$ cat src/sv/zbpw_ram.sv
module zbpw_ram #(
  parameter int WIDTH = 8,
  parameter int DEPTH = 256,
  parameter int AW    = (DEPTH > 1) ? $clog2(DEPTH) : 1
) (
  input  logic             clk,
  input  logic             we,
  input  logic [AW-1:0]    waddr,
  input  logic [WIDTH-1:0] wdata,
  input  logic             re,
  input  logic [AW-1:0]    raddr,
  output logic [WIDTH-1:0] rdata
);

  logic [WIDTH-1:0] mem [DEPTH];

  // Write port, registered read port (returns old data on a collision)
  always_ff @(posedge clk) begin
    if (we) begin
      mem[waddr] <= wdata;
    end
    if (re) begin
      rdata <= mem[raddr];
    end
  end

endmodule

$ cat config.mk
export PLATFORM = sky130hd
export DESIGN_NAME = zbpw_ram
export DESIGN_NICKNAME = d
export VERILOG_FILES = /design/src/sv/zbpw_ram.sv
export SDC_FILE = /design/constraint.sdc
export NUM_CORES = 2
export LEC_CHECK = 0
export ABC_AREA = 0
export BUFFER_PORTS_ARGS = -buffer_cell sky130_fd_sc_hd__clkbuf_2
export CAP_MARGIN = 5
export CORE_UTILIZATION = 30
export DETAILED_ROUTE_END_ITERATION = 6
export MAX_ROUTING_LAYER = met4
export PLACE_DENSITY = 0.55
export SLEW_MARGIN = 0
export SYNTH_ARGS = -nofsm -noshare
export SYNTH_HDL_FRONTEND = slang
export SYNTH_SLANG_ARGS = --single-unit
$ cat constraint.sdc
create_clock -name clk -period 2.1 [get_ports clk]
set_clock_uncertainty 0.05 [all_clocks]
set_input_delay 0 -clock clk [delete_from_list [all_inputs] [get_ports clk]]
set_output_delay 0 -clock clk [all_outputs]
set_load 0.01 [all_outputs]
==> metrics.cfg <==
[run_status]
status = finished with violations
violations = negative setup slack

[final_layout]
mostFrequentLayoutCells = edfxtp_1, buf_4, mux4_2
area_delta_synth_final_pct = 21.8
final_cells = 8217
layout_commonest_cell = edfxtp_1
final_nets = 4541
final_layout_size_suffix_gt1_share_pct = 34.2
final_util_pct = 36.8

[power_and_ir_drop]
powerDensity_nw_per_um2 = 895
p_leak_nw = 31.1
power_mw = 86.8
irDropWorstVdd_mv = 0.841

[logic_synthesis]
synth_xor_xnor_area_share_pct = 0
yosysSeqAreaShare_pct = 77.5
synth-seq-cells = 2056
synth_cells = 3733
synthDistinctLibCells = 54
synth-compound-area-share_pct = 3.42
synthMuxAreaShare_pct = 14.6
async_reset_ff_share_pct = 0
synth-adder-area-share_pct = 0
synth_nets = 3760
syn_area_per_cell_um2 = 21.3
synth_top_family_by_area = multiplexers
syn_area_um2 = 79600
ys.flop_type = edfxtp_1
yosys.area_share.simple_pct = 2.63
ys_warn_count = 0
synth_edf_count = 2056

[global_route]
grt_pass1_vias = 41700
track_usage_pct = 16.4
antenna_found_initial = 10
grt_max_degree = 93
grt_pass1_wl_um = 307000
gr-total-overflow = 0

[clock_network]
clkTransAtPathRegs_ns = 0.06
tritoncts = done
cts-buffers-inserted = 208
cts_root_buffer = clkbuf_16
cts_sinks = 2056
ctsLongestPathBuffers = 3
clk_latency_ns = 0.86
ctsHtreeMaxLevel = 4

[floorplanning]
row_count = 188
initial_utilization_pct = 30.3
ioPinCount = 35
core_area_um2 = 263000
die_w_um = 517
dieHeight_um = 517
die-area_um2 = 268000

[setup_path]
cp_num_buf_inv = 2
r2r_end = rdata[3]$_DFFE_PP_
crit_chain = mux4_2 -> a22o_1 -> a221oi_2 -> o221ai_1 -> buf_4 -> a211oi_4 -> buf_6 -> nor4_2
required_ns = 2.66
worst_setup_path_end_kind = flip-flop
ff2ff_setup_slack_ns = -0.38
rr_startpoint = mem[27][3]$_DFFE_PP_
start_kind = flip-flop
arrival_ns = 3.04
critPathSlowestCell = mux4_2
max_stage_delay_ns = 0.47
ff2ff_path_depth = 8
cp_max_fo = 1
critical-path-top-delay-family = compound AO/OA/AOI/OAI gates
critical_path_class = reg -> reg

[timing]
slew_headroom_pct = 38.3
grt_setup_unrepaired = true
clock.fmax_ghz = 0.404
setup_slack_ns = -0.378
setup_viol = 8
slew_viol_final = 0
tightest_slew_ns = 0.922
post-route-min-period_ns = 2.48
holdWs_ns = 0.0637
hold_viol = 0
fin_crit_sh_pct = 118

[min_path]
hold_path_depth = 2
hold_path.class = in -> reg
hold-path-endpoint = mem[166][6]$_DFFE_PP_
hp-start = wdata[6]

[place]
place_inst = 7800
dp_hpwl_um = 141000
io_buffers = 34
place_congestion = 0.859

[routing]
final_antenna_net_count = 0
drt_iter0_drc = 4411
wirelength_um = 213000
avgRoutedWirePerCell_um = 25.9
vias_per_cell = 4.99
drtPass1Iterations = 5
route.detailed.drc = 0
vias = 41000

[job]
drv_cap = 0

[worst reg2reg max path, stage by stage (launching register included)]
cell,delay (ns)
edfxtp_1,0.37
mux4_2,0.47
a22o_1,0.27
a221oi_2,0.25
o221ai_1,0.17
buf_4,0.18
a211oi_4,0.28
buf_6,0.17
nor4_2,0.04
[cells in the mapped netlist (2+ instances only)]
cell type | count | area share [%]
buf_1 | 22 | 0.10
a2111oi_1 | 2 | 0.025
o211ai_1 | 10 | 0.094
buf_4 | 27 | 0.25
buf_6 | 21 | 0.30
mux4_2 | 454 | 13
o21ai_0 | 10 | 0.063
clkbuf_1 | 111 | 0.52
or2_2 | 4 | 0.031
a2111oi_0 | 2 | 0.022
buf_2 | 31 | 0.19
a211oi_1 | 16 | 0.15
o32ai_1 | 4 | 0.044
nand3b_1 | 2 | 0.019
a21oi_1 | 96 | 0.60
nor2_1 | 282 | 1.3
and2_1 | 6 | 0.047
mux4_1 | 2 | 0.066
nand4_1 | 10 | 0.079
edfxtp_1 | 2056 | 78
and3b_1 | 2 | 0.022
nand2b_1 | 8 | 0.063
a31oi_1 | 2 | 0.016
nor2b_1 | 31 | 0.24
nand3_1 | 34 | 0.21
nor3_1 | 22 | 0.14
o22a_1 | 5 | 0.055
nor4_1 | 24 | 0.19
buf_12 | 8 | 0.20
o221ai_1 | 46 | 0.51
buf_8 | 13 | 0.25
mux2i_1 | 134 | 1.7
a311oi_1 | 2 | 0.022
nor4_2 | 3 | 0.047
a22oi_1 | 133 | 1.3
nand2_1 | 33 | 0.16
o21ai_1 | 2 | 0.013
o22ai_1 | 28 | 0.22
a22o_1 | 8 | 0.088
a221oi_1 | 13 | 0.14
[logic make-up after synthesis]
logic type,count (synthesis)
flops,2056
mux,591
simple gates,466
compound gates,385
buf+inv,235
[layout make-up]
cell class,instances,area (µm²)
clock buffers,259,5480
fillers,24000,166000
multi-input cells,1442,16900
inverters,2,7.51
clock inverters,132,1230
well taps,3515,4400
diodes,7,17.5
repair buffers,804,7220
flip-flops and latches,2056,61700
[repair_timing]
item / 4_1_cts / 5_1_grt
endpoints found under the setup margin: 8 / 85
gates resized for setup: 37 / 34
gates cloned: 0 / 0
hold endpoints to repair: 2408 / 0
buffers inserted: 0 / 0
hold buffers: 21 / 0
pin swaps: 15 / 20
[metrics by stage]
stage / TNS (ns) / area [µm²] / setup WS [ns]
2_1_floorplan: -0.00772 / 79700 / -0.00772
3_3_place_gp: -26.55 / 89600 / -1.27
3_5_place_dp: -25.52 / 89600 / -1.18
4_1_cts: -2.37 / 96800 / -0.441
5_1_grt: -2.38 / 97000 / -0.442
6_report: -2.11 / 97000 / -0.378
[registers in the layout, indices dropped and copies added, names as in the netlist]
signal and count:
mem 2048, rdata 8
[how the worst max path moves through the flow]
stage	from	to	slack, ns	cells past startpoint
after floorplan	raddr[0]	rdata[2]$_DFFE_PP_	-0.008	7
after global placement	raddr[0]	rdata[4]$_DFFE_PP_	-1.27	11
after detailed placement	raddr[0]	rdata[0]$_DFFE_PP_	-1.18	10
after CTS	mem[66][0]$_DFFE_PP_	rdata[0]$_DFFE_PP_	-0.44	6
after global routing	mem[24][3]$_DFFE_PP_	rdata[3]$_DFFE_PP_	-0.44	8
final	mem[27][3]$_DFFE_PP_	rdata[3]$_DFFE_PP_	-0.38	8
[layer usage]
metal / track usage [%] / routed length, µm / vias to the layer above
met4: 4.58 / 5680 / 0
met2: 25.8 / 102000 / 1416
li1: - / - / 17300
met3: 2.53 / 13900 / 275
met5: - / 0 / -
met1: 22.0 / 90800 / 22000
[power by group]
group / switching (mW) / internal [mW]
sequential: 0.0741 / 45.3
combinational: 2.96 / 2.07
clock: 15.9 / 20.6
total: 18.9 / 67.9
(Power assumes the default switching activity.)
