### config.mk
export PLATFORM = sky130hd
export DESIGN_NAME = zbpw_addr_gen
export DESIGN_NICKNAME = d
export VERILOG_FILES = /design/src/sv/zbpw_pkg.sv /design/src/sv/zbpw_addr_gen.sv
export SDC_FILE = /design/constraint.sdc
export NUM_CORES = 1
export LEC_CHECK = 0
export BUFFER_PORTS_ARGS = -buffer_cell sky130_fd_sc_hd__buf_2
export CAP_MARGIN = 5
export CORE_AREA = 2 2 104 76
export DETAILED_ROUTE_END_ITERATION = 8
export DIE_AREA = 0 0 106 78
export GPL_ROUTABILITY_DRIVEN = 0
export PLACE_DENSITY_LB_ADDON = 0.15
export SETUP_SLACK_MARGIN = 0.5
export SYNTH_ARGS = -nofsm -noshare
export SYNTH_HDL_FRONTEND = slang
export SYNTH_SLANG_ARGS = --single-unit
### constraint.sdc
create_clock -name vclk -period 8.2
set_clock_uncertainty 0.1 [all_clocks]
set_input_delay 1.23 -clock vclk [all_inputs]
set_output_delay 1.23 -clock vclk [all_outputs]
set_load 0.005 [all_outputs]
### src/sv/zbpw_pkg.sv
package zbpw_pkg;

  // Default frame size
  localparam int MAX_WIDTH_DEF  = 512;
  localparam int MAX_HEIGHT_DEF = 512;

  // Field widths
  localparam int COORD_W = 11;
  localparam int COLOR_W = 16;
  localparam int DEPTH_W = 32;
  localparam int TRI_W   = 16;
  localparam int KIND_W  = 2;
  localparam int TEX_W   = 16;
  localparam int RES_W   = 10;

  // Stream word widths
  localparam int IN_DATA_W  = 152;
  localparam int IN_USER_W  = 4;
  localparam int OUT_DATA_W = 104;

  // Configuration registers
  localparam int CFG_INDEX_W = 1;
  localparam logic [CFG_INDEX_W-1:0] CFG_WIDTH  = 1'b0;
  localparam logic [CFG_INDEX_W-1:0] CFG_HEIGHT = 1'b1;
  localparam logic [RES_W-1:0] RES_RESET = 10'd512;

  // Store reset contents
  localparam logic [DEPTH_W-1:0] FAR_DEPTH   = 32'h7FFF_FFFF;
  localparam logic [COLOR_W-1:0] WHITE_LEVEL = 16'd4095;
  localparam logic [TRI_W-1:0]   NO_OWNER    = 16'hFFFF;

  typedef enum logic [1:0] {
    OP_READ    = 2'd0,
    OP_PLAIN   = 2'd1,
    OP_TAG     = 2'd2,
    OP_TAG_TEX = 2'd3
  } op_t;

  typedef enum logic [KIND_W-1:0] {
    KIND_BACKGROUND = 2'd0,
    KIND_TEXTURED   = 2'd1,
    KIND_EDGE       = 2'd2,
    KIND_OTHER      = 2'd3
  } kind_t;

  // One stored pixel word
  typedef struct packed {
    logic [TEX_W-1:0]   texture;
    logic [KIND_W-1:0]  kind;
    logic [TRI_W-1:0]   owner;
    logic [DEPTH_W-1:0] depth;
    logic [COLOR_W-1:0] alpha;
    logic [COLOR_W-1:0] blue;
    logic [COLOR_W-1:0] green;
    logic [COLOR_W-1:0] red;
  } pixel_t;

  localparam int PIXEL_W = $bits(pixel_t);

  function automatic pixel_t reset_pixel();
    pixel_t p;
    p.texture = '0;
    p.kind    = KIND_BACKGROUND;
    p.owner   = NO_OWNER;
    p.depth   = FAR_DEPTH;
    p.alpha   = '0;
    p.blue    = WHITE_LEVEL;
    p.green   = WHITE_LEVEL;
    p.red     = WHITE_LEVEL;
    return p;
  endfunction

endpackage

### src/sv/zbpw_addr_gen.sv
module zbpw_addr_gen #(
  parameter int MAX_WIDTH  = zbpw_pkg::MAX_WIDTH_DEF,
  parameter int MAX_HEIGHT = zbpw_pkg::MAX_HEIGHT_DEF,
  parameter int ADDR_W     = 18
) (
  input  logic [zbpw_pkg::COORD_W-1:0] pixel_x,
  input  logic [zbpw_pkg::COORD_W-1:0] pixel_y,
  input  logic [zbpw_pkg::RES_W-1:0]   width_cfg,
  input  logic [zbpw_pkg::RES_W-1:0]   height_cfg,
  output logic                         oor,
  output logic [ADDR_W-1:0]            addr
);

  logic [31:0] w_eff;
  logic [31:0] h_eff;
  logic [31:0] x_mag;
  logic [31:0] y_mag;
  logic [31:0] lin;

  // Cap the resolution in use at the frame size
  assign w_eff = (32'(width_cfg) > 32'(MAX_WIDTH))   ? 32'(MAX_WIDTH)  : 32'(width_cfg);
  assign h_eff = (32'(height_cfg) > 32'(MAX_HEIGHT)) ? 32'(MAX_HEIGHT) : 32'(height_cfg);

  assign x_mag = 32'(pixel_x[zbpw_pkg::COORD_W-2:0]);
  assign y_mag = 32'(pixel_y[zbpw_pkg::COORD_W-2:0]);

  // Reject negative or too large coordinates
  assign oor = pixel_x[zbpw_pkg::COORD_W-1] || pixel_y[zbpw_pkg::COORD_W-1] ||
               (x_mag >= w_eff) || (y_mag >= h_eff);

  // Row-major pixel address
  assign lin  = y_mag * w_eff + x_mag;
  assign addr = lin[ADDR_W-1:0];

endmodule

==> results <==
- The global-route usage over all layers is 25.9%.
- The count of max-cap constraint violations is 0.
- The final layout contains 748 nets.
- In the final layout, the share of cells above drive strength 1 is 21.3%.
- Across the VDD grid, the largest voltage drop is 0.268 mV.
- The count of input and output buffers is 61.
- In this run the tightest slew margin relative to its limit is 50.1%.
- The worst setup path is of the in -> out kind.
- The total iterations of the first detailed-routing run is 5.
- The aggregate negative setup slack is 0 ns.
- The most common cell after layout, fill and taps aside is sky130_fd_sc_hd__inv_1.
- The count of final max-slew check failures was 0.
- The register area share after synthesis is 0%.
- Setup repair after global routing could not meet its margin everywhere.
- The detailed-route vias per instance is 5.25.
- The horizontal extent of the die is 106 um.
- The synthesized netlist net count is 684.
- Leaving out fill and tap cells, the most frequent cells in the layout are 106 x sky130_fd_sc_hd__inv_1, 70 x sky130_fd_sc_hd__fa_1, 68 x sky130_fd_sc_hd__nand2_1.
- The initial utilization of the core area, before any placement, comes to 56.8%.
- The register area is 0 um^2.
- The area of the core is 7190 um^2.
- During synthesis, Yosys emitted a total of 0 warnings.
- 0 antenna diodes ended up in the layout.
- The timing-limited maximum frequency is 130 MHz.
- From bottom edge to top edge, the die measures 78 um.
- The delay of the slowest cell on the worst path is 0.57 ns.
- The flow ran to the end, and the final reports show no timing, DRC or antenna violations.
- In this run the worst path has a maximum fanout of 6.
- Data on the critical path arrives at its endpoint at 6.34 ns.
- The distinct cell type count of the synthesized netlist is 45.
- For the finished layout, the period the worst path requires is 7.67 ns.
- A synthesized cell averages 8.13 um^2.
- The actual transition at the worst max-transition pin is 0.747 ns.
- The areal power density over the cells is 185 nW/um^2.
- The number of hold buffers added after CTS is 0.
- For this run, design rule violations remaining after detail routing come to 0.
- The number of clock buffers in the layout is 0.
- In this run the cell area of the synthesized design comes to 4080 um^2.
- The number of global-route vias before repair was 3593.
- The largest net degree at the start of global routing is 19.
- The die covers 8270 um^2.
- The wire-length estimate of the detail-placed layout is 8340 um.
- After technology mapping, the gate count stands at 502.
- The initial antenna violation count came to 0.
- The via count of the routed design is 3478.
- In this run the worst hold path is classified as in -> out.
- The final worst-path cycle share is 93.5%.
- The most repeated library cell on the critical path is sky130_fd_sc_hd__fa_1.
- After the first detailed-routing iteration, the DRC count stood at 205.
- The total overflow left after global routing is 0.
- The number of standard cells in the layout, taps in and fillers out is 662.
- The total wirelength of the detailed-routed design is 10000 um.
- The area growth from synthesis to layout is 16.7%.
- The area occupied by multi-input gates is 3750 um^2.
- The hold slack is 2.68 ns.
- The worst hold path startpoint is pixel_x[0].
- The slowest cell on the critical path is sky130_fd_sc_hd__fa_1.
- The analysis attributes to cell leakage a power of 2.60 nW.
- The number of fillers in the final layout is 630.
- In this run the core area contains 26 standard-cell rows.
- STA classifies the critical path endpoint as an output pin.
- The average detailed-routed wire length per instance is 15.1 um.
- The total count of hold-check failures in the final report is 0.
- The setup violation total in the final timing report is 0.
- The worst setup path is launched from an input pin.
- The count of pins on the block boundary is 61.
- At the worst endpoint, the required time is 6.87 ns.
- The final design utilization is 66.2%.
- After detailed placement, the design holds a cell count of 651.
- The first-pass GRT wire length is 17200 um.
- Tracing the worst setup path back leads to its startpoint at width_cfg[7].
- The critical path goes through buf_8, nor4_4, nand2_1, o41ai_4, buf_4, and3_4, fa_1, fa_1, fa_1, fa_1, inv_2, fa_1, inv_1, ha_4, nand2_2, o21ai_2, a32oi_2, o311ai_2, xnor2_1, buf_2.
- There are 0 flip-flops and latches.
- Once detail routing completed, the nets flagged for antenna violations numbered 0.
==> report_power, final <==
part | total (mW) | internal [mW] | switching (mW)
Sequential | 0 | 0 | 0
Combinational | 0.883 | 0.422 | 0.461
Clock | 0 | 0 | 0
==> layer usage <==
| metal | GRT usage (%) | wire length, um | vias up |
|---|---|---|---|
| met5 | 0 | 0 | - |
| met4 | 1.05 | 74 | 0 |
| met3 | 4.03 | 715 | 8 |
| met2 | 41.1 | 4270 | 112 |
| met1 | 39.4 | 4950 | 1680 |
| li1 | - | - | 1678 |
==> cell type report <==
cell class	count	share of cell area (%)
inverter	113	8.91
multi-input combinational	371	78.7
tap	98	2.58
timing repair buffer	80	9.83
==> worst paths after layout <==
kind / endpoint / slack, ns / cells past startpoint
worst min-delay path: addr[0] / 2.68 / 3
worst max-delay path: addr[17] / 0.53 / 20
==> cells by family (layout without fill, tap and decap cells) <==
kind of cell / count (synthesis) / in the layout / share of synthesized area (%)
mux: 1 / 1 / 0.245
buf+inv: 131 / 193 / 12.2
simple gates: 162 / 162 / 19.3
xor+xnor: 16 / 16 / 3.43
compound gates: 52 / 52 / 8.86
fa+ha+maj: 140 / 140 / 56.0
==> metrics by stage <==
step / setup WS (ns) / cell area, um^2 / total power, mW
final: 0.531 / 4760 / 0.883
after global routing: 0.379 / 4760 / 0.990
after CTS: 0.493 / 4650 / 0.829
after detailed placement: 0.151 / 4500 / 0.740
after global placement: 0.292 / 4500 / 0.721
after floorplan: 0.678 / 4080 / 0.521
==> cell usage after synthesis, drive strengths merged (4+ instances only) <==
| master | count | area [um^2] |
|---|---|---|
| a21o | 6 | 45.0 |
| a21oi | 18 | 93.8 |
| and2 | 31 | 196 |
| and3 | 10 | 62.6 |
| buf | 9 | 38.8 |
| clkbuf | 9 | 33.8 |
| fa | 71 | 1420 |
| ha | 69 | 863 |
| inv | 113 | 424 |
| nand2 | 71 | 267 |
| nand2b | 4 | 25.0 |
| nand3 | 4 | 20.0 |
| nor2 | 22 | 82.6 |
| nor2b | 11 | 68.8 |
| o21ai | 13 | 68.8 |
| xnor2 | 14 | 123 |
==> worst max-delay path: cells and delay by family <==
family,cells,cell delay [ns]
buffers and inverters,5,0.54
xor gates and xnor gates,1,0.15
adders and majority gates,6,2.82
and+or+nand+nor,4,0.62
AOI/OAI and AO/OA,4,0.96
==> what timing repair did <==
item                       4_1_cts  5_1_grt
buffers inserted                 7        4
setup endpoints to repair        6        9
pin swaps                       25       35
gates resized for setup         20       26
No activity file was read; power rests on OpenSTA's default activity.
