`config.mk`:
```
export PLATFORM = sky130hd
export DESIGN_NAME = zbpw_clear
export DESIGN_NICKNAME = d
export VERILOG_FILES = /design/src/sv/zbpw_clear.sv
export SDC_FILE = /design/constraint.sdc
export NUM_CORES = 1
export LEC_CHECK = 0
export ABC_AREA = 1
export BUFFER_PORTS_ARGS = -buffer_cell sky130_fd_sc_hd__clkbuf_2
export CORE_MARGIN = 1
export CORE_UTILIZATION = 26
export DETAILED_ROUTE_END_ITERATION = 16
export GPL_TIMING_DRIVEN = 0
export SLEW_MARGIN = 15
export SYNTH_ARGS = -nofsm -noshare
export SYNTH_HDL_FRONTEND = slang
export SYNTH_SLANG_ARGS = --single-unit
export TNS_END_PERCENT = 50
```
`constraint.sdc`:
```
create_clock -name clk -period 1.6 [get_ports clk]
set_clock_uncertainty 0.1 [all_clocks]
set_input_delay 0.08 -clock clk [delete_from_list [all_inputs] [get_ports clk]]
set_output_delay 0.08 -clock clk [all_outputs]
set_load 0.05 [all_outputs]
```
`src/sv/zbpw_clear.sv`:
```
module zbpw_clear #(
  parameter int DEPTH  = 262144,
  parameter int ADDR_W = 18
) (
  input  logic              clk,
  input  logic              rst_n,
  output logic              busy,
  output logic [ADDR_W-1:0] addr
);

  localparam logic [ADDR_W-1:0] LAST = ADDR_W'(DEPTH - 1);

  logic              busy_r;
  logic              busy_nxt;
  logic [ADDR_W-1:0] addr_r;
  logic [ADDR_W-1:0] addr_nxt;

  // Sweep every entry once after reset
  always_comb begin
    busy_nxt = busy_r;
    addr_nxt = addr_r;
    if (busy_r) begin
      addr_nxt = addr_r + 1'b1;
      if (addr_r == LAST) begin
        busy_nxt = 1'b0;
      end
    end
  end

  always_ff @(posedge clk) begin
    if (!rst_n) begin
      busy_r <= 1'b1;
      addr_r <= '0;
    end else begin
      busy_r <= busy_nxt;
      addr_r <= addr_nxt;
    end
  end

  assign busy = busy_r;
  assign addr = addr_r;

endmodule

```
==> results of run 1 <==
-- metrics by stage --
stage               setup slack [ns]  area (um2)
CTS                            0.225        1200
detailed placement             0.239        1150
global route                   0.126        1200
floorplan                    0.00588         995
finish                         0.238        1200
global placement               0.242        1150
-- registers in the layout (all words and copies together), names as in the netlist --
name / cells
busy: 1
addr: 18
-- cell usage after synthesis, types with 2 or more instances --
cell,count
sky130_fd_sc_hd__nand2_2,4
sky130_fd_sc_hd__nor2_1,28
sky130_fd_sc_hd__nand3_1,8
sky130_fd_sc_hd__nand2_1,36
sky130_fd_sc_hd__a21oi_1,10
sky130_fd_sc_hd__nor3_1,2
sky130_fd_sc_hd__xor2_1,2
sky130_fd_sc_hd__nor2_2,3
sky130_fd_sc_hd__nand4_1,3
sky130_fd_sc_hd__dfxtp_1,19
sky130_fd_sc_hd__o21ai_0,5
sky130_fd_sc_hd__inv_2,2
sky130_fd_sc_hd__inv_1,13
sky130_fd_sc_hd__nor2_4,4
-- power breakdown --
group / switching [W] / internal (W)
Combinational: 0.0000465 / 0.0000154
Clock: 0.000169 / 0.000173
Sequential: 0.00000724 / 0.000480
Total: 0.000223 / 0.000669
-- area by class of cell --
| cell class | count | area share (%) |
|---|---|---|
| Buffer | 2 | 0.938 |
| Clock buffer | 3 | 3.44 |
| Clock inverter | 1 | 0.417 |
| Inverter | 15 | 4.69 |
| Multi-Input combinational cell | 110 | 45.3 |
| Sequential cell | 19 | 31.9 |
| Tap cell | 48 | 5.00 |
| Timing Repair Buffer | 20 | 8.33 |
-- layer usage --
layer  GRT usage [%]  vias to the layer above  share of wire [%]
met1            13.9                      413                 50
met2            17.4                       14                 45
met4            3.41                        0               0.58
met3            4.11                        2                4.5
li1                -                      511                  -
met5               0                        -                  0
-- worst max-delay path, cell delays in order, from the launching register on --
cell and delay (ns):
sky130_fd_sc_hd__dfxtp_2 0.37, sky130_fd_sc_hd__ha_1 0.17, sky130_fd_sc_hd__inv_1 0.07, sky130_fd_sc_hd__nor2_4 0.11
sky130_fd_sc_hd__nand2_1 0.11, sky130_fd_sc_hd__nor2_1 0.14, sky130_fd_sc_hd__nand3_1 0.08, sky130_fd_sc_hd__nand2_1 0.06
sky130_fd_sc_hd__nand2_1 0.04
-- cells by family (layout without fill, tap and decap cells) --
group           count (synthesis)  count (layout)  synth area share [%]
xor+xnor                        2               2                  1.77
compound gates                 17              17                  9.46
flops                          19              19                  38.3
fa+ha+maj                       1               1                  1.26
buf+inv                        17              41                  6.81
simple gates                   90              90                  42.4
-- worst max-delay path by stage --
| stage | start | endpoint | depth (start not counted) |
|---|---|---|---|
| 6_report | addr[0]$_SDFFE_PN0P_ | busy$_SDFF_PN1_ | 8 |
| 5_1_grt | addr[0]$_SDFFE_PN0P_ | addr[14]$_SDFFE_PN0P_ | 8 |
| 4_1_cts | addr[0]$_SDFFE_PN0P_ | busy$_SDFF_PN1_ | 8 |
| 3_5_place_dp | addr[0]$_SDFFE_PN0P_ | busy$_SDFF_PN1_ | 8 |
| 3_3_place_gp | addr[0]$_SDFFE_PN0P_ | addr[14]$_SDFFE_PN0P_ | 8 |
| 2_1_floorplan | busy$_SDFF_PN1_ | addr[9]$_SDFFE_PN0P_ | 8 |
==> results.json, run 1 <==
{
  "outcome": "completed",
  "drt_first_iter_violations": 42,
  "netlist.area_leader.share_pct": 38.3,
  "final_nets": 174,
  "crit_path_start_kind": "flip-flop",
  "gr-total-overflow": 0,
  "non_filler_instances": 218,
  "detail_route.wl_per_cell_um": 9.45,
  "track_usage_pct": 11.0,
  "drt.antenna.violating_nets": 0,
  "dieArea_um2": 4070,
  "die-height_um": 63.8,
  "whs_endpoint": "addr[1]$_SDFFE_PN0P_",
  "setup.reg_to_reg.worst_slack_ns": 0.24,
  "hold_path_class": "in -> reg",
  "cts.reportedPaths.clkPinSlew_ns": 0.08,
  "report.final.setup_viol": 0,
  "placementRows": 22,
  "tritoncts": "built",
  "final_layout_size_suffix_gt1_share_pct": 25.3,
  "worstSetupPathType": "reg -> reg",
  "syn-num-nets": 149,
  "finalSetupTns_ns": 0,
  "total_power_w": 0.000892,
  "number_of_global_route_vias_before_repair": 804,
  "synth_top_flop_cell": "sky130_fd_sc_hd__dfxtp_1",
  "hold-worst-slack_ns": 0.0266,
  "fp.dieW_um": 63.8,
  "power_density_nw_per_um2": 742,
  "antenna_diode_count": 0,
  "highest_clock_rate_mhz": 734,
  "synth-warning-count": 0,
  "cts-root-buf": "sky130_fd_sc_hd__clkbuf_8",
  "detailroute.via_count": 940,
  "p_leak_nw": 0.500,
  "yosysSeqAreaShare_pct": 38.3,
  "final_common_cell": "sky130_fd_sc_hd__nand2_1",
  "drv_slew": 0,
  "synth_cell_types": 21,
  "layout.filler_cells": 406,
  "route.detailed.drc": 0,
  "final_cell_mix": "sky130_fd_sc_hd__nand2_1 (36), sky130_fd_sc_hd__nor2_1 (28), sky130_fd_sc_hd__clkbuf_2 (20)",
  "maxSlewHeadroom_pct": 67.8,
  "place_hpwl_um": 1610,
  "cts-buffers-inserted": 3,
  "io_pins": 21,
  "dp_cells": 214,
  "initial_utilization_pct": 27.1,
  "multi_input_area_um2": 544,
  "postSynth.asyncResetShare_pct": 0,
  "gpl.final_weighted_congestion": 0.783,
  "whs_path_depth": 3,
  "period_share_pct": 85.2,
  "critPathCaptureType": "flip-flop",
  "ff_latch_area_um2": 383,
  "maxCapViolCount": 0,
  "grt_start_max_net_pins": 12,
  "synth-edff-count": 0,
  "cts_setup_buffers": 0,
  "critical_path_peak_fanout": 6,
  "timing.reg2reg.worst_path_depth": 8,
  "design.core.area_um2": 3660,
  "r2r_end": "busy$_SDFF_PN1_",
  "startpoint_of_the_tightest_hold_check_path": "rst_n",
  "cts_sinks": 19,
  "cts_hold_buf": 0,
  "postSynthCellCount": 146,
  "syn2layout_area_growth_pct": 21.1,
  "post-synth-top-area-cell": "sky130_fd_sc_hd__dfxtp_1",
  "cts.repair.resized": 0,
  "critical_path_required_ns": 1.64,
  "finalWirelength_um": 2060,
  "peakVddDrop_uv": 447,
  "post_synth_main_area_contributors": "sky130_fd_sc_hd__dfxtp_1 (38%), sky130_fd_sc_hd__nand2_1 (14%), sky130_fd_sc_hd__nor2_1 (11%)",
  "yosys_register_bits": 19,
  "detail_route.first_pass.iterations": 4,
  "antenna_found_initial": 0,
  "critical_path_data_arrival_time_ns": 1.41,
  "final-hold-violation-count": 0,
  "final_core_utilization_pct": 32.8,
  "timing.final.crit_period_ns": 1.36,
  "r2r_start": "addr[0]$_SDFFE_PN0P_",
  "synth_area_um2": 992,
  "first_pass_grt_wire_length_um": 3500,
  "place.port_buffers": 20,
  "tightestPinTransition_ns": 0.484,
  "htree_num_levels": 1,
  "clockBufferDepth": 2,
  "detail_route.vias_per_cell": 4.31,
  "clock_latency_ns": 0.26,
  "rsz0062_at_grt": "no",
  "postSynthAreaPerCell_um2": 6.80
}
Note: power is estimated with default switching activity, not from simulation.
==> run 2: changes to the inputs <==
Settings changed: CELL_PAD_IN_SITES_DETAIL_PLACEMENT set to 1, CELL_PAD_IN_SITES_GLOBAL_PLACEMENT set to 1, PLACE_DENSITY_LB_ADDON set to 0.1.
==> results.json, run 2 (same netlist as run 1, synthesis figures left out) <==
{
  "route.detailed.drc": 0,
  "multi_input_area_um2": 544,
  "critical_path_data_arrival_time_ns": 1.45,
  "final_core_utilization_pct": 32.8,
  "drv_slew": 0,
  "timing.final.crit_period_ns": 1.39,
  "initial_utilization_pct": 27.1,
  "finalWirelength_um": 2550,
  "cts.repair.resized": 0,
  "worstSetupPathType": "reg -> reg",
  "place.port_buffers": 20,
  "report.final.setup_viol": 0,
  "maxCapViolCount": 0,
  "hold-worst-slack_ns": 0.0432,
  "cp.depth": 8,
  "cts-root-buf": "sky130_fd_sc_hd__clkbuf_8",
  "place_hpwl_um": 2050,
  "cts_hold_buf": 0,
  "gr-total-overflow": 0,
  "hold_path_class": "in -> reg",
  "syn2layout_area_growth_pct": 20.9,
  "first_pass_grt_wire_length_um": 4480,
  "number_of_global_route_vias_before_repair": 999,
  "highest_clock_rate_mhz": 720,
  "tritoncts": "built",
  "placementRows": 22,
  "detailroute.via_count": 993,
  "timing.reg2reg.worst_path_depth": 8,
  "track_usage_pct": 14.3,
  "critPathCaptureType": "flip-flop",
  "design.core.area_um2": 3660,
  "peakVddDrop_uv": 257,
  "crit_path_frequent_cell": "sky130_fd_sc_hd__nand2_1",
  "final_nets": 174,
  "clock_latency_ns": 0.26,
  "critical_path.top_delay_family": "simple AND/OR/NAND/NOR gates",
  "detail_route.vias_per_cell": 4.56,
  "largest_register_ffs": 18,
  "rsz0062_at_grt": "no",
  "crit_chain": "ha_1 > inv_1 > nor2_4 > nand3_2 > nor2_2 > nand2_1 > nand2_1 > nor2_1",
  "ff_latch_area_um2": 383,
  "finalSetupTns_ns": 0,
  "detail_route.first_pass.iterations": 2,
  "dp_cells": 214,
  "power_density_nw_per_um2": 746,
  "clockBufferDepth": 2,
  "detail_route.wl_per_cell_um": 11.7,
  "maxSlewHeadroom_pct": 65.9,
  "final_common_cell": "sky130_fd_sc_hd__nand2_1",
  "dieArea_um2": 4070,
  "final_cell_mix": "sky130_fd_sc_hd__nand2_1 (36), sky130_fd_sc_hd__nor2_1 (28), sky130_fd_sc_hd__clkbuf_2 (20)",
  "non_filler_instances": 218,
  "final-hold-violation-count": 0,
  "drt_first_iter_violations": 28,
  "cts_setup_buffers": 0,
  "crit_path_start_kind": "flip-flop",
  "htree_num_levels": 1,
  "whs_path_depth": 3,
  "io_pins": 21,
  "cts-buffers-inserted": 3,
  "drt.antenna.violating_nets": 0,
  "fp.dieW_um": 63.8,
  "p_leak_nw": 0.497,
  "final_layout_size_suffix_gt1_share_pct": 24.7,
  "die-height_um": 63.8,
  "tightestPinTransition_ns": 0.511,
  "gpl.final_weighted_congestion": 0.771,
  "cts.reportedPaths.clkPinSlew_ns": 0.07,
  "critical-path-slowest-cell": "sky130_fd_sc_hd__dfxtp_2",
  "critical_path_buf_inv_count": 1,
  "cts_sinks": 19,
  "crit_path_max_incr_delay_ns": 0.38,
  "antenna_diode_count": 0,
  "antenna_found_initial": 0,
  "period_share_pct": 86.8,
  "critical_path_required_ns": 1.66,
  "outcome": "completed",
  "grt_start_max_net_pins": 11,
  "layout.filler_cells": 491,
  "critical_path_peak_fanout": 6
}
==> run 2: layout make-up <==
class | count | area share, %
inverters | 15 | 4.69
plain buffers | 2 | 0.938
well taps | 48 | 5.01
multi-input cells | 110 | 45.4
clock buffers | 4 | 3.75
flip-flops and latches | 19 | 31.9
repair buffers | 20 | 8.34
==> run 2: final timing paths <==
path / end / slack [ns] / startpoint
max: addr[14]$_SDFFE_PN0P_ / 0.21 / addr[0]$_SDFFE_PN0P_
min: addr[1]$_SDFFE_PN0P_ / 0.04 / rst_n
max reg2reg: addr[14]$_SDFFE_PN0P_ / 0.21 / addr[0]$_SDFFE_PN0P_
min reg2reg: addr[7]$_SDFFE_PN0P_ / 0.40 / addr[7]$_SDFFE_PN0P_
==> run 2: routing by layer <==
layer,vias up,global-route usage (%),part of all wire (%)
met5,-,0,0
met4,0,7.67,1.8
met3,4,1.61,2.6
met2,16,26.1,50
met1,465,16.0,46
li1,508,-,-
==> run 2: report_power, final <==
part	total [W]	internal, W	switching, W
combinational	0.0000639	0.0000155	0.0000484
clock	0.000344	0.000177	0.000167
sequential	0.000487	0.000480	0.00000739
==> run 2: worst register-to-register path, stage by stage, from the launching register on <==
cell and delay (ns):
sky130_fd_sc_hd__dfxtp_2 0.38, sky130_fd_sc_hd__ha_1 0.17, sky130_fd_sc_hd__inv_1 0.06, sky130_fd_sc_hd__nor2_4 0.12, sky130_fd_sc_hd__nand3_2 0.15, sky130_fd_sc_hd__nor2_2 0.15
sky130_fd_sc_hd__nand2_1 0.06, sky130_fd_sc_hd__nand2_1 0.06, sky130_fd_sc_hd__nor2_1 0.04
==> run 2: per-stage QoR <==
stage,setup WS (ns),cell area (um2),total power (W)
2_1_floorplan,0.00588,995,0.000545
3_3_place_gp,0.223,1150,0.000561
3_5_place_dp,0.197,1150,0.000564
4_1_cts,0.183,1200,0.000913
5_1_grt,0.0672,1200,0.000930
6_report,0.211,1200,0.000895
